### src/rtl/core/i2cmbs_pkg.sv
`default_nettype none

package i2cmbs_pkg;

   // Width of the half-period register.
   localparam int CSR_WIDTH = 12;
   localparam logic [CSR_WIDTH-1:0] HALF_PERIOD_RESET = 12'd50;

   // Command codes carried in the kind field.
   localparam logic [2:0] KIND_START     = 3'd0;
   localparam logic [2:0] KIND_STOP      = 3'd1;
   localparam logic [2:0] KIND_WRITE     = 3'd2;
   localparam logic [2:0] KIND_READ_ACK  = 3'd3;
   localparam logic [2:0] KIND_READ_NACK = 3'd4;

   // Number of data bits in one byte transfer.
   localparam logic [3:0] BITS_PER_BYTE = 4'd8;

   // Bus sequencer slots.
   typedef enum logic [3:0] {
      PH_IDLE   = 4'd0,
      PH_ST_A   = 4'd1,
      PH_ST_B   = 4'd2,
      PH_SP_A   = 4'd3,
      PH_SP_B   = 4'd4,
      PH_SP_C   = 4'd5,
      PH_WR_HI  = 4'd6,
      PH_WR_LO  = 4'd7,
      PH_WR_ACK = 4'd8,
      PH_RD_LO  = 4'd9,
      PH_RD_HI  = 4'd10,
      PH_RA_LO  = 4'd11,
      PH_RA_HI  = 4'd12
   } phase_type;

   // One request as held in the input register.
   typedef struct packed {
      logic       cmd_valid;
      logic [2:0] kind;
      logic [7:0] write_byte;
      logic       sda_in;
   } req_type;

   // One response as held in the result register.
   typedef struct packed {
      logic       scl_out;
      logic       sda_out;
      logic       busy_res;
      logic       done_res;
      logic [7:0] read_byte;
      logic       ack_bit;
   } rsp_type;

endpackage

`default_nettype wire

### src/rtl/core/i2cmbs_if.sv
`default_nettype none

// Request channel: one sequencer step worth of command and bus input.
interface i2cmbs_req_if;
   logic       valid;
   logic       ready;
   logic       cmd_valid;
   logic [2:0] kind;
   logic [7:0] write_byte;
   logic       sda_in;

   modport source (output valid, output cmd_valid, output kind, output write_byte,
                   output sda_in, input ready);
   modport sink   (input valid, input cmd_valid, input kind, input write_byte,
                   input sda_in, output ready);
endinterface

// Response channel: bus drive levels and command status.
interface i2cmbs_rsp_if;
   logic       valid;
   logic       ready;
   logic       scl_out;
   logic       sda_out;
   logic       busy_res;
   logic       done_res;
   logic [7:0] read_byte;
   logic       ack_bit;

   modport source (output valid, output scl_out, output sda_out, output busy_res,
                   output done_res, output read_byte, output ack_bit, input ready);
   modport sink   (input valid, input scl_out, input sda_out, input busy_res,
                   input done_res, input read_byte, input ack_bit, output ready);
endinterface

`default_nettype wire

### src/rtl/core/i2c_master_byte_sequencer_core.sv
// A request is held in the input register and its response in the response register.
// One request per clock while the response side accepts; the sequencer state register is
// updated once per request between the input register and the response register.
// Reset (synchronous, active high) empties both registers, sets the sequencer idle
// with SCL and SDA released, the half period to 50 and the ACK bit to one.
`default_nettype none

module i2c_master_byte_sequencer_core #(
   parameter int DIVIDER_WIDTH = 12
) (
   input  wire                                   clock,
   input  wire                                   reset,
   i2cmbs_req_if.sink                            req_chan,
   i2cmbs_rsp_if.source                          rsp_chan,
   input  wire                                   csr_we,
   input  wire [i2cmbs_pkg::CSR_WIDTH-1:0]       csr_wdata
);

   localparam int LIM_WIDTH = (DIVIDER_WIDTH > i2cmbs_pkg::CSR_WIDTH) ?
                              DIVIDER_WIDTH : i2cmbs_pkg::CSR_WIDTH;

   // Pipeline control.
   logic                 in_vld_ff, in_vld_in;
   logic                 out_vld_ff, out_vld_in;
   logic                 advance;
   logic                 req_take;

   // Payload registers.
   i2cmbs_pkg::req_type  req_ff;
   i2cmbs_pkg::rsp_type  rsp_ff, rsp_in;

   // Configuration.
   logic [i2cmbs_pkg::CSR_WIDTH-1:0] half_ff;

   // Sequencer state.
   i2cmbs_pkg::phase_type phase_ff, phase_in;
   logic [3:0]           bit_count_ff, bit_count_in;
   logic [7:0]           shift_ff, shift_in;
   logic [DIVIDER_WIDTH-1:0] div_ff, div_in;
   logic                 scl_ff, scl_in;
   logic                 sda_ff, sda_lvl_in;
   logic                 ack_ff, ack_in;
   logic [7:0]           last_read_ff, last_read_in;
   logic                 nack_ff, nack_in;

   // Slot timing.
   logic [LIM_WIDTH-1:0]     half_ext, mask_ext, sat_ext;
   logic [DIVIDER_WIDTH-1:0] limit;
   logic [DIVIDER_WIDTH:0]   div_next;
   logic                     slot_last;
   logic                     idle;
   logic                     done;
   logic [3:0]               bit_inc;
   logic                     byte_last;

   // Handshake between the two registers.
   assign advance   = in_vld_ff && (!out_vld_ff || rsp_chan.ready);
   assign req_chan.ready = !in_vld_ff || advance;
   assign req_take  = req_chan.valid && req_chan.ready;

   always_comb begin
      in_vld_in = in_vld_ff;
      if (req_take) begin
         in_vld_in = 1'b1;
      end else if (advance) begin
         in_vld_in = 1'b0;
      end
   end

   always_comb begin
      out_vld_in = out_vld_ff;
      if (advance) begin
         out_vld_in = 1'b1;
      end else if (rsp_chan.ready) begin
         out_vld_in = 1'b0;
      end
   end

   // Half period saturated to the divider range, with zero taken as one.
   always_comb begin
      half_ext = LIM_WIDTH'(half_ff);
      mask_ext = LIM_WIDTH'({DIVIDER_WIDTH{1'b1}});
      sat_ext  = (half_ext > mask_ext) ? mask_ext : half_ext;
      limit    = sat_ext[DIVIDER_WIDTH-1:0];
      if (limit == '0) begin
         limit = DIVIDER_WIDTH'(1);
      end
   end

   assign div_next  = {1'b0, div_ff} + (DIVIDER_WIDTH+1)'(1);
   assign slot_last = (div_next >= {1'b0, limit});
   assign idle      = (phase_ff == i2cmbs_pkg::PH_IDLE);
   assign bit_inc   = bit_count_ff + 4'd1;
   assign byte_last = (bit_inc >= i2cmbs_pkg::BITS_PER_BYTE);

   // Next sequencer slot and the completion flag.
   always_comb begin
      phase_in = phase_ff;
      done     = 1'b0;
      if (idle) begin
         if (req_ff.cmd_valid) begin
            unique case (req_ff.kind)
               i2cmbs_pkg::KIND_START:     phase_in = i2cmbs_pkg::PH_ST_A;
               i2cmbs_pkg::KIND_STOP:      phase_in = i2cmbs_pkg::PH_SP_A;
               i2cmbs_pkg::KIND_WRITE:     phase_in = i2cmbs_pkg::PH_WR_HI;
               i2cmbs_pkg::KIND_READ_ACK,
               i2cmbs_pkg::KIND_READ_NACK: phase_in = i2cmbs_pkg::PH_RD_LO;
               default:                    phase_in = phase_ff;
            endcase
         end
      end else if (slot_last) begin
         unique case (phase_ff)
            i2cmbs_pkg::PH_ST_A:   phase_in = i2cmbs_pkg::PH_ST_B;
            i2cmbs_pkg::PH_ST_B: begin
               phase_in = i2cmbs_pkg::PH_IDLE;
               done     = 1'b1;
            end
            i2cmbs_pkg::PH_SP_A:   phase_in = i2cmbs_pkg::PH_SP_B;
            i2cmbs_pkg::PH_SP_B:   phase_in = i2cmbs_pkg::PH_SP_C;
            i2cmbs_pkg::PH_SP_C: begin
               phase_in = i2cmbs_pkg::PH_IDLE;
               done     = 1'b1;
            end
            i2cmbs_pkg::PH_WR_HI:  phase_in = i2cmbs_pkg::PH_WR_LO;
            i2cmbs_pkg::PH_WR_LO:
               phase_in = byte_last ? i2cmbs_pkg::PH_WR_ACK : i2cmbs_pkg::PH_WR_HI;
            i2cmbs_pkg::PH_WR_ACK: begin
               phase_in = i2cmbs_pkg::PH_IDLE;
               done     = 1'b1;
            end
            i2cmbs_pkg::PH_RD_LO:  phase_in = i2cmbs_pkg::PH_RD_HI;
            i2cmbs_pkg::PH_RD_HI:
               phase_in = byte_last ? i2cmbs_pkg::PH_RA_LO : i2cmbs_pkg::PH_RD_LO;
            i2cmbs_pkg::PH_RA_LO:  phase_in = i2cmbs_pkg::PH_RA_HI;
            i2cmbs_pkg::PH_RA_HI: begin
               phase_in = i2cmbs_pkg::PH_IDLE;
               done     = 1'b1;
            end
            default:               phase_in = i2cmbs_pkg::PH_IDLE;
         endcase
      end
   end

   // Bus levels, divider and data registers for the slot being entered.
   always_comb begin
      bit_count_in = bit_count_ff;
      shift_in     = shift_ff;
      div_in       = div_ff;
      scl_in       = scl_ff;
      sda_lvl_in   = sda_ff;
      ack_in       = ack_ff;
      last_read_in = last_read_ff;
      nack_in      = nack_ff;
      if (idle) begin
         if (req_ff.cmd_valid) begin
            bit_count_in = '0;
            unique case (req_ff.kind)
               i2cmbs_pkg::KIND_START: begin
                  div_in     = '0;
                  scl_in     = 1'b1;
                  sda_lvl_in = 1'b1;
               end
               i2cmbs_pkg::KIND_STOP: begin
                  div_in     = '0;
                  sda_lvl_in = 1'b0;
               end
               i2cmbs_pkg::KIND_WRITE: begin
                  div_in     = '0;
                  shift_in   = req_ff.write_byte;
                  scl_in     = 1'b1;
                  sda_lvl_in = req_ff.write_byte[7];
               end
               i2cmbs_pkg::KIND_READ_ACK,
               i2cmbs_pkg::KIND_READ_NACK: begin
                  div_in     = '0;
                  shift_in   = '0;
                  nack_in    = (req_ff.kind == i2cmbs_pkg::KIND_READ_NACK);
                  scl_in     = 1'b0;
                  sda_lvl_in = 1'b1;
               end
               default: begin
                  div_in = div_ff;
               end
            endcase
         end
      end else if (!slot_last) begin
         div_in = div_next[DIVIDER_WIDTH-1:0];
      end else begin
         div_in = '0;
         unique case (phase_ff)
            i2cmbs_pkg::PH_ST_A: begin
               scl_in     = 1'b1;
               sda_lvl_in = 1'b0;
            end
            i2cmbs_pkg::PH_ST_B: begin
               scl_in     = 1'b0;
               sda_lvl_in = 1'b0;
            end
            i2cmbs_pkg::PH_SP_A: begin
               scl_in     = 1'b1;
               sda_lvl_in = 1'b0;
            end
            i2cmbs_pkg::PH_SP_B, i2cmbs_pkg::PH_SP_C: begin
               scl_in     = 1'b1;
               sda_lvl_in = 1'b1;
            end
            i2cmbs_pkg::PH_WR_HI: begin
               scl_in = 1'b0;
            end
            i2cmbs_pkg::PH_WR_LO: begin
               shift_in     = {shift_ff[6:0], 1'b0};
               bit_count_in = bit_inc;
               scl_in       = 1'b1;
               sda_lvl_in   = byte_last ? 1'b1 : shift_ff[6];
            end
            i2cmbs_pkg::PH_WR_ACK: begin
               ack_in     = req_ff.sda_in;
               scl_in     = 1'b0;
               sda_lvl_in = 1'b1;
            end
            i2cmbs_pkg::PH_RD_LO: begin
               scl_in     = 1'b1;
               sda_lvl_in = 1'b1;
            end
            i2cmbs_pkg::PH_RD_HI: begin
               shift_in     = {shift_ff[6:0], req_ff.sda_in};
               bit_count_in = bit_inc;
               scl_in       = 1'b0;
               sda_lvl_in   = byte_last ? nack_ff : 1'b1;
            end
            i2cmbs_pkg::PH_RA_LO: begin
               scl_in     = 1'b1;
               sda_lvl_in = nack_ff;
            end
            i2cmbs_pkg::PH_RA_HI: begin
               last_read_in = shift_ff;
               scl_in       = 1'b0;
               sda_lvl_in   = 1'b1;
            end
            default: begin
               scl_in = scl_ff;
            end
         endcase
      end
   end

   // Response built from the state after this request.
   always_comb begin
      rsp_in.scl_out   = scl_in;
      rsp_in.sda_out   = sda_lvl_in;
      rsp_in.busy_res  = (phase_in != i2cmbs_pkg::PH_IDLE);
      rsp_in.done_res  = done;
      rsp_in.read_byte = last_read_in;
      rsp_in.ack_bit   = ack_in;
   end

   // Control and sequencer state registers.
   always_ff @(posedge clock) begin
      if (reset) begin
         in_vld_ff    <= 1'b0;
         out_vld_ff   <= 1'b0;
         half_ff      <= i2cmbs_pkg::HALF_PERIOD_RESET;
         phase_ff     <= i2cmbs_pkg::PH_IDLE;
         bit_count_ff <= '0;
         shift_ff     <= '0;
         div_ff       <= '0;
         scl_ff       <= 1'b1;
         sda_ff       <= 1'b1;
         ack_ff       <= 1'b1;
         last_read_ff <= '0;
         nack_ff      <= 1'b0;
      end else begin
         in_vld_ff  <= in_vld_in;
         out_vld_ff <= out_vld_in;
         if (csr_we) begin
            half_ff <= csr_wdata;
         end
         if (advance) begin
            phase_ff     <= phase_in;
            bit_count_ff <= bit_count_in;
            shift_ff     <= shift_in;
            div_ff       <= div_in;
            scl_ff       <= scl_in;
            sda_ff       <= sda_lvl_in;
            ack_ff       <= ack_in;
            last_read_ff <= last_read_in;
            nack_ff      <= nack_in;
         end
      end
   end

   // Payload registers.
   always_ff @(posedge clock) begin
      if (req_take) begin
         req_ff.cmd_valid  <= req_chan.cmd_valid;
         req_ff.kind       <= req_chan.kind;
         req_ff.write_byte <= req_chan.write_byte;
         req_ff.sda_in     <= req_chan.sda_in;
      end
      if (advance) begin
         rsp_ff <= rsp_in;
      end
   end

   // Response channel drive.
   assign rsp_chan.valid     = out_vld_ff;
   assign rsp_chan.scl_out   = rsp_ff.scl_out;
   assign rsp_chan.sda_out   = rsp_ff.sda_out;
   assign rsp_chan.busy_res  = rsp_ff.busy_res;
   assign rsp_chan.done_res  = rsp_ff.done_res;
   assign rsp_chan.read_byte = rsp_ff.read_byte;
   assign rsp_chan.ack_bit   = rsp_ff.ack_bit;

endmodule

`default_nettype wire

### src/flat_wrapper.sv
// flat-port wrapper written by rule: the top's interface ports become plain ports
module i2c_master_byte_sequencer_core_flat 
#(
   parameter int DIVIDER_WIDTH = 12
)
  (clock, reset, csr_we, csr_wdata, req_chan_valid, req_chan_cmd_valid, req_chan_kind, req_chan_write_byte, req_chan_sda_in, req_chan_ready, rsp_chan_valid, rsp_chan_scl_out, rsp_chan_sda_out, rsp_chan_busy_res, rsp_chan_done_res, rsp_chan_read_byte, rsp_chan_ack_bit, rsp_chan_ready);
  i2cmbs_req_if req_chan_i ();
  i2cmbs_rsp_if rsp_chan_i ();
  input  wire clock;
  input  wire reset;
  input  wire csr_we;
  input  wire [i2cmbs_pkg::CSR_WIDTH-1:0] csr_wdata;
  input wire logic [$bits(req_chan_i.valid)-1:0] req_chan_valid;
  input wire logic [$bits(req_chan_i.cmd_valid)-1:0] req_chan_cmd_valid;
  input wire logic [$bits(req_chan_i.kind)-1:0] req_chan_kind;
  input wire logic [$bits(req_chan_i.write_byte)-1:0] req_chan_write_byte;
  input wire logic [$bits(req_chan_i.sda_in)-1:0] req_chan_sda_in;
  output wire logic [$bits(req_chan_i.ready)-1:0] req_chan_ready;
  output wire logic [$bits(rsp_chan_i.valid)-1:0] rsp_chan_valid;
  output wire logic [$bits(rsp_chan_i.scl_out)-1:0] rsp_chan_scl_out;
  output wire logic [$bits(rsp_chan_i.sda_out)-1:0] rsp_chan_sda_out;
  output wire logic [$bits(rsp_chan_i.busy_res)-1:0] rsp_chan_busy_res;
  output wire logic [$bits(rsp_chan_i.done_res)-1:0] rsp_chan_done_res;
  output wire logic [$bits(rsp_chan_i.read_byte)-1:0] rsp_chan_read_byte;
  output wire logic [$bits(rsp_chan_i.ack_bit)-1:0] rsp_chan_ack_bit;
  input wire logic [$bits(rsp_chan_i.ready)-1:0] rsp_chan_ready;
  assign req_chan_i.valid = req_chan_valid;
  assign req_chan_i.cmd_valid = req_chan_cmd_valid;
  assign req_chan_i.kind = req_chan_kind;
  assign req_chan_i.write_byte = req_chan_write_byte;
  assign req_chan_i.sda_in = req_chan_sda_in;
  assign req_chan_ready = req_chan_i.ready;
  assign rsp_chan_valid = rsp_chan_i.valid;
  assign rsp_chan_scl_out = rsp_chan_i.scl_out;
  assign rsp_chan_sda_out = rsp_chan_i.sda_out;
  assign rsp_chan_busy_res = rsp_chan_i.busy_res;
  assign rsp_chan_done_res = rsp_chan_i.done_res;
  assign rsp_chan_read_byte = rsp_chan_i.read_byte;
  assign rsp_chan_ack_bit = rsp_chan_i.ack_bit;
  assign rsp_chan_i.ready = rsp_chan_ready;
  i2c_master_byte_sequencer_core #(.DIVIDER_WIDTH(DIVIDER_WIDTH)) u_core (.clock(clock), .reset(reset), .req_chan(req_chan_i), .rsp_chan(rsp_chan_i), .csr_we(csr_we), .csr_wdata(csr_wdata));
endmodule
### config.mk
export PLATFORM = sky130hd
export DESIGN_NAME = i2c_master_byte_sequencer_core_flat
export DESIGN_NICKNAME = d
export VERILOG_FILES = /design/src/rtl/core/i2cmbs_pkg.sv /design/src/rtl/core/i2cmbs_if.sv /design/src/rtl/core/i2c_master_byte_sequencer_core.sv /design/src/flat_wrapper.sv
export SDC_FILE = /design/constraint.sdc
export NUM_CORES = 1
export LEC_CHECK = 0
export BUFFER_PORTS_ARGS = -buffer_cell sky130_fd_sc_hd__clkbuf_2
export CORE_UTILIZATION = 46
export DETAILED_ROUTE_END_ITERATION = 7
export MAX_ROUTING_LAYER = met4
export SYNTH_ARGS = -nofsm -noshare
export SYNTH_HDL_FRONTEND = slang
export SYNTH_SLANG_ARGS = --single-unit
### constraint.sdc
create_clock -name clock -period 3.9 [get_ports clock]
set_clock_uncertainty 0.2 [all_clocks]
set_input_delay 0.585 -clock clock [delete_from_list [all_inputs] [get_ports clock]]
set_output_delay 0.585 -clock clock [all_outputs]
set_load 0.005 [all_outputs]
==> reports/summary.txt <==
status = finished, violations left
failing checks = design-rule violations
share of the synthesized area in the top cell type = 0.2571
Setup CP Type = register to register
HP Class = input pin to register
DRT Wirelength = 9915 um
Critical Path RT = 3950 ps
Post-synth EDFFs = 26
Cell variety after synth = 62
CTS root buffer = clkbuf_8
Post-Syn Nets = 510
area grow syn2layout = 11.67%
maximum VDD drop = 0.0002135 V
Largest stage delay, worst path = 440 ps
top cells by count, synth = dfxtp_1 (54), nor2_1 (50), nand2_1 (44)
Mapped Cells = 466
proportion of layout cells with a drive suffix above 1 = 0.1850
Worst Max-Slew Pin Slew = 889.1 ps
vias in the first global route = 3348
H-tree Lvls = 3
period utilization = 0.9173
CP Cell Sequence = ha_1 -> nand4_2 -> nor2_1 -> xor2_1 -> ha_1 -> a211oi_1 -> nor2_1 -> o31ai_1 -> nand3_2 -> o21ai_2 -> mux2_2
worst path bufs/invs = 0
Top delay family on crit path = compound AO/OA/AOI/OAI gates
Tot Pwr = 1637 uW
Clock Latency Late Sink = 350 ps
largest cells by area after synthesis = dfxtp_1 (26%), edfxtp_1 (19%), nor2_1 (4.5%)
Hold Fails Final Rpt = 0
global-route usage over all layers = 0.2266
Initial Util = 0.4774
Critical Path Fanout Max = 8
clock buffer count from CTS = 9
detailed-route DRC error count = 4
Core Area = 8806 um^2
clock net sink count = 80
FILL cells = 851
gr ovfl total = 0
final antenna-violating net count = 0
drt pass-1 iters = 6
Synth Warn # = 0
n_diodes = 0
Seq cells post-synth = 80
port bufs = 44
leak pwr = 0.001834 uW
Cell Area, Synth = 4204 um^2
RSZ-0062 raised after global routing = no
Post-DP Area = 4507 um^2
Routed wire per std cell = 16.10 um
num rows = 34
post-synthesis sequential area ratio = 0.4429
# setup viols final = 0
initial antenna violation count = 0
Synth Flop Type = dfxtp_1
setup TNS = 0 ps
R2R setup slack = 320 ps
DRT iter0 DRCs = 193
MaxCap Viol Count = 0
first-pass GRT wire length = 16630 um
Layout Nets = 547
Final HPWL DP = 7167 um
vias per cell = 5.692
Fin Hold WS = 197.9 ps
Relative slew margins = 0.4051
Final Wtd Congestion = 0.8914
deepest clock path buffer count = 2
asr flop ratio synth = 0
CP max stage cell = o31ai_1
Design Area, Final = 4695 um^2
# IOs = 45
Slew Limit Fails = 0
syn avg cell area = 9.022 um^2
WP data arrival = 3620 ps
CTS resizes = 0
CTS tree = done
top-count cell post-synth = dfxtp_1
Final min period = 3577 ps
power per cell area = 348.7 nW/um^2
Critical Path Source Type = register
# Post-CTS Setup Buffers = 0
Reg area = 1862 um^2
CP endpoint kind = register
post-synth top area cell = dfxtp_1
routed vias = 3506
multi-input logic area = 2113 um^2
Die Y = 97.60 um
max frequency = 279.5 MHz
Hold Buf Count CTS = 0
die area = 9526 um^2
clock slew at reported path FFs = 90 ps
chip width = 97.60 um
largest net degree at the start of global routing = 41
where the power goes:
group	switching, uW	internal, uW	leakage, uW
sequential	22.9	889	0.000687
clock	312	248	0.0000895
combinational	100	64.9	0.00106
final timing paths:
path	startpoint	endpoint	depth (start not counted)
setup / recovery	u_core.div_ff[0]	u_core.shift_ff[0]	11
hold / removal	req_chan_write_byte[0]	u_core.req_ff[1]	1
setup reg to reg	u_core.div_ff[0]	u_core.shift_ff[0]	11
hold reg to reg	u_core.last_read_ff[6]	u_core.last_read_ff[6]	2
worst reg2reg max path, cell delays in order, from the launching register on:
cell,delay (ps)
dfxtp_1,420
ha_1,260
nand4_2,160
nor2_1,140
xor2_1,220
ha_1,280
a211oi_1,200
nor2_1,70
o31ai_1,440
nand3_2,330
o21ai_2,370
mux2_2,370
per-layer routing:
layer  GRT usage  routed length [um]  vias to the layer above
li1            -                   -                     1754
met2      0.3879                4957                       63
met4     0.06177                 139                        0
met3     0.03885                 348                       15
met1      0.2750                4469                     1674
met5           -                   0                        -
layout by cell type (no fill, tap or decap), drive strengths merged, types with 4 or more instances in the layout:
master / synthesis / layout
nor3: 11 / 11
ha: 14 / 14
mux2: 4 / 4
and3: 6 / 6
nand3: 13 / 13
or2: 6 / 6
dfxtp: 54 / 54
xnor2: 5 / 5
o21ai: 31 / 31
a211oi: 10 / 10
a221oi: 12 / 12
buf: 11 / 11
or3: 4 / 4
mux2i: 18 / 18
nand2b: 5 / 5
edfxtp: 26 / 26
o31ai: 4 / 4
clkbuf: 18 / 55
nor2b: 10 / 10
xor2: 4 / 4
a21oi: 27 / 27
o211ai: 9 / 9
a32oi: 7 / 7
inv: 29 / 30
nor4: 6 / 6
nor2: 51 / 51
nand2: 44 / 44
kinds of logic (layout without fill, tap and decap cells):
logic type	Yosys count	count (layout)	share of synthesized area
and+or+nand+nor	168	168	0.2000
adders and majority gates	14	14	0.04167
DFF	80	80	0.4429
AOI/OAI and AO/OA	115	115	0.1842
xor gates and xnor gates	9	9	0.01875
buffers and inverters	58	100	0.05803
muxes	22	22	0.05446
area by class of cell:
cell class	instances	area share
multi-input cells	328	0.4502
clock buffers	11	0.03012
well taps	108	0.02878
repair buffers	55	0.06450
clock inverters	5	0.006663
flip-flops and latches	80	0.3966
inverters	29	0.02319
through the flow:
stage               cells  worst slack, ps  utilization
CTS                   616            59.64       0.5314
detailed placement    600            84.37       0.5118
floorplan             466            520.4            -
global placement      600            191.0       0.5118
finish                616            322.6       0.5331
global route          616            8.145       0.5331
flip-flops by register name, summed over array words and instances, names as in the netlist, 4 cells and up:
signal and cells:
u_core.phase_ff 4, u_core.rsp_chan.read_byte 8, u_core.last_read_ff 8, u_core.half_ext 12
u_core.bit_count_ff 4, u_core.shift_ff 8, u_core.req_ff 13, u_core.div_ff 12
Note: power is estimated with default switching activity, not from simulation.
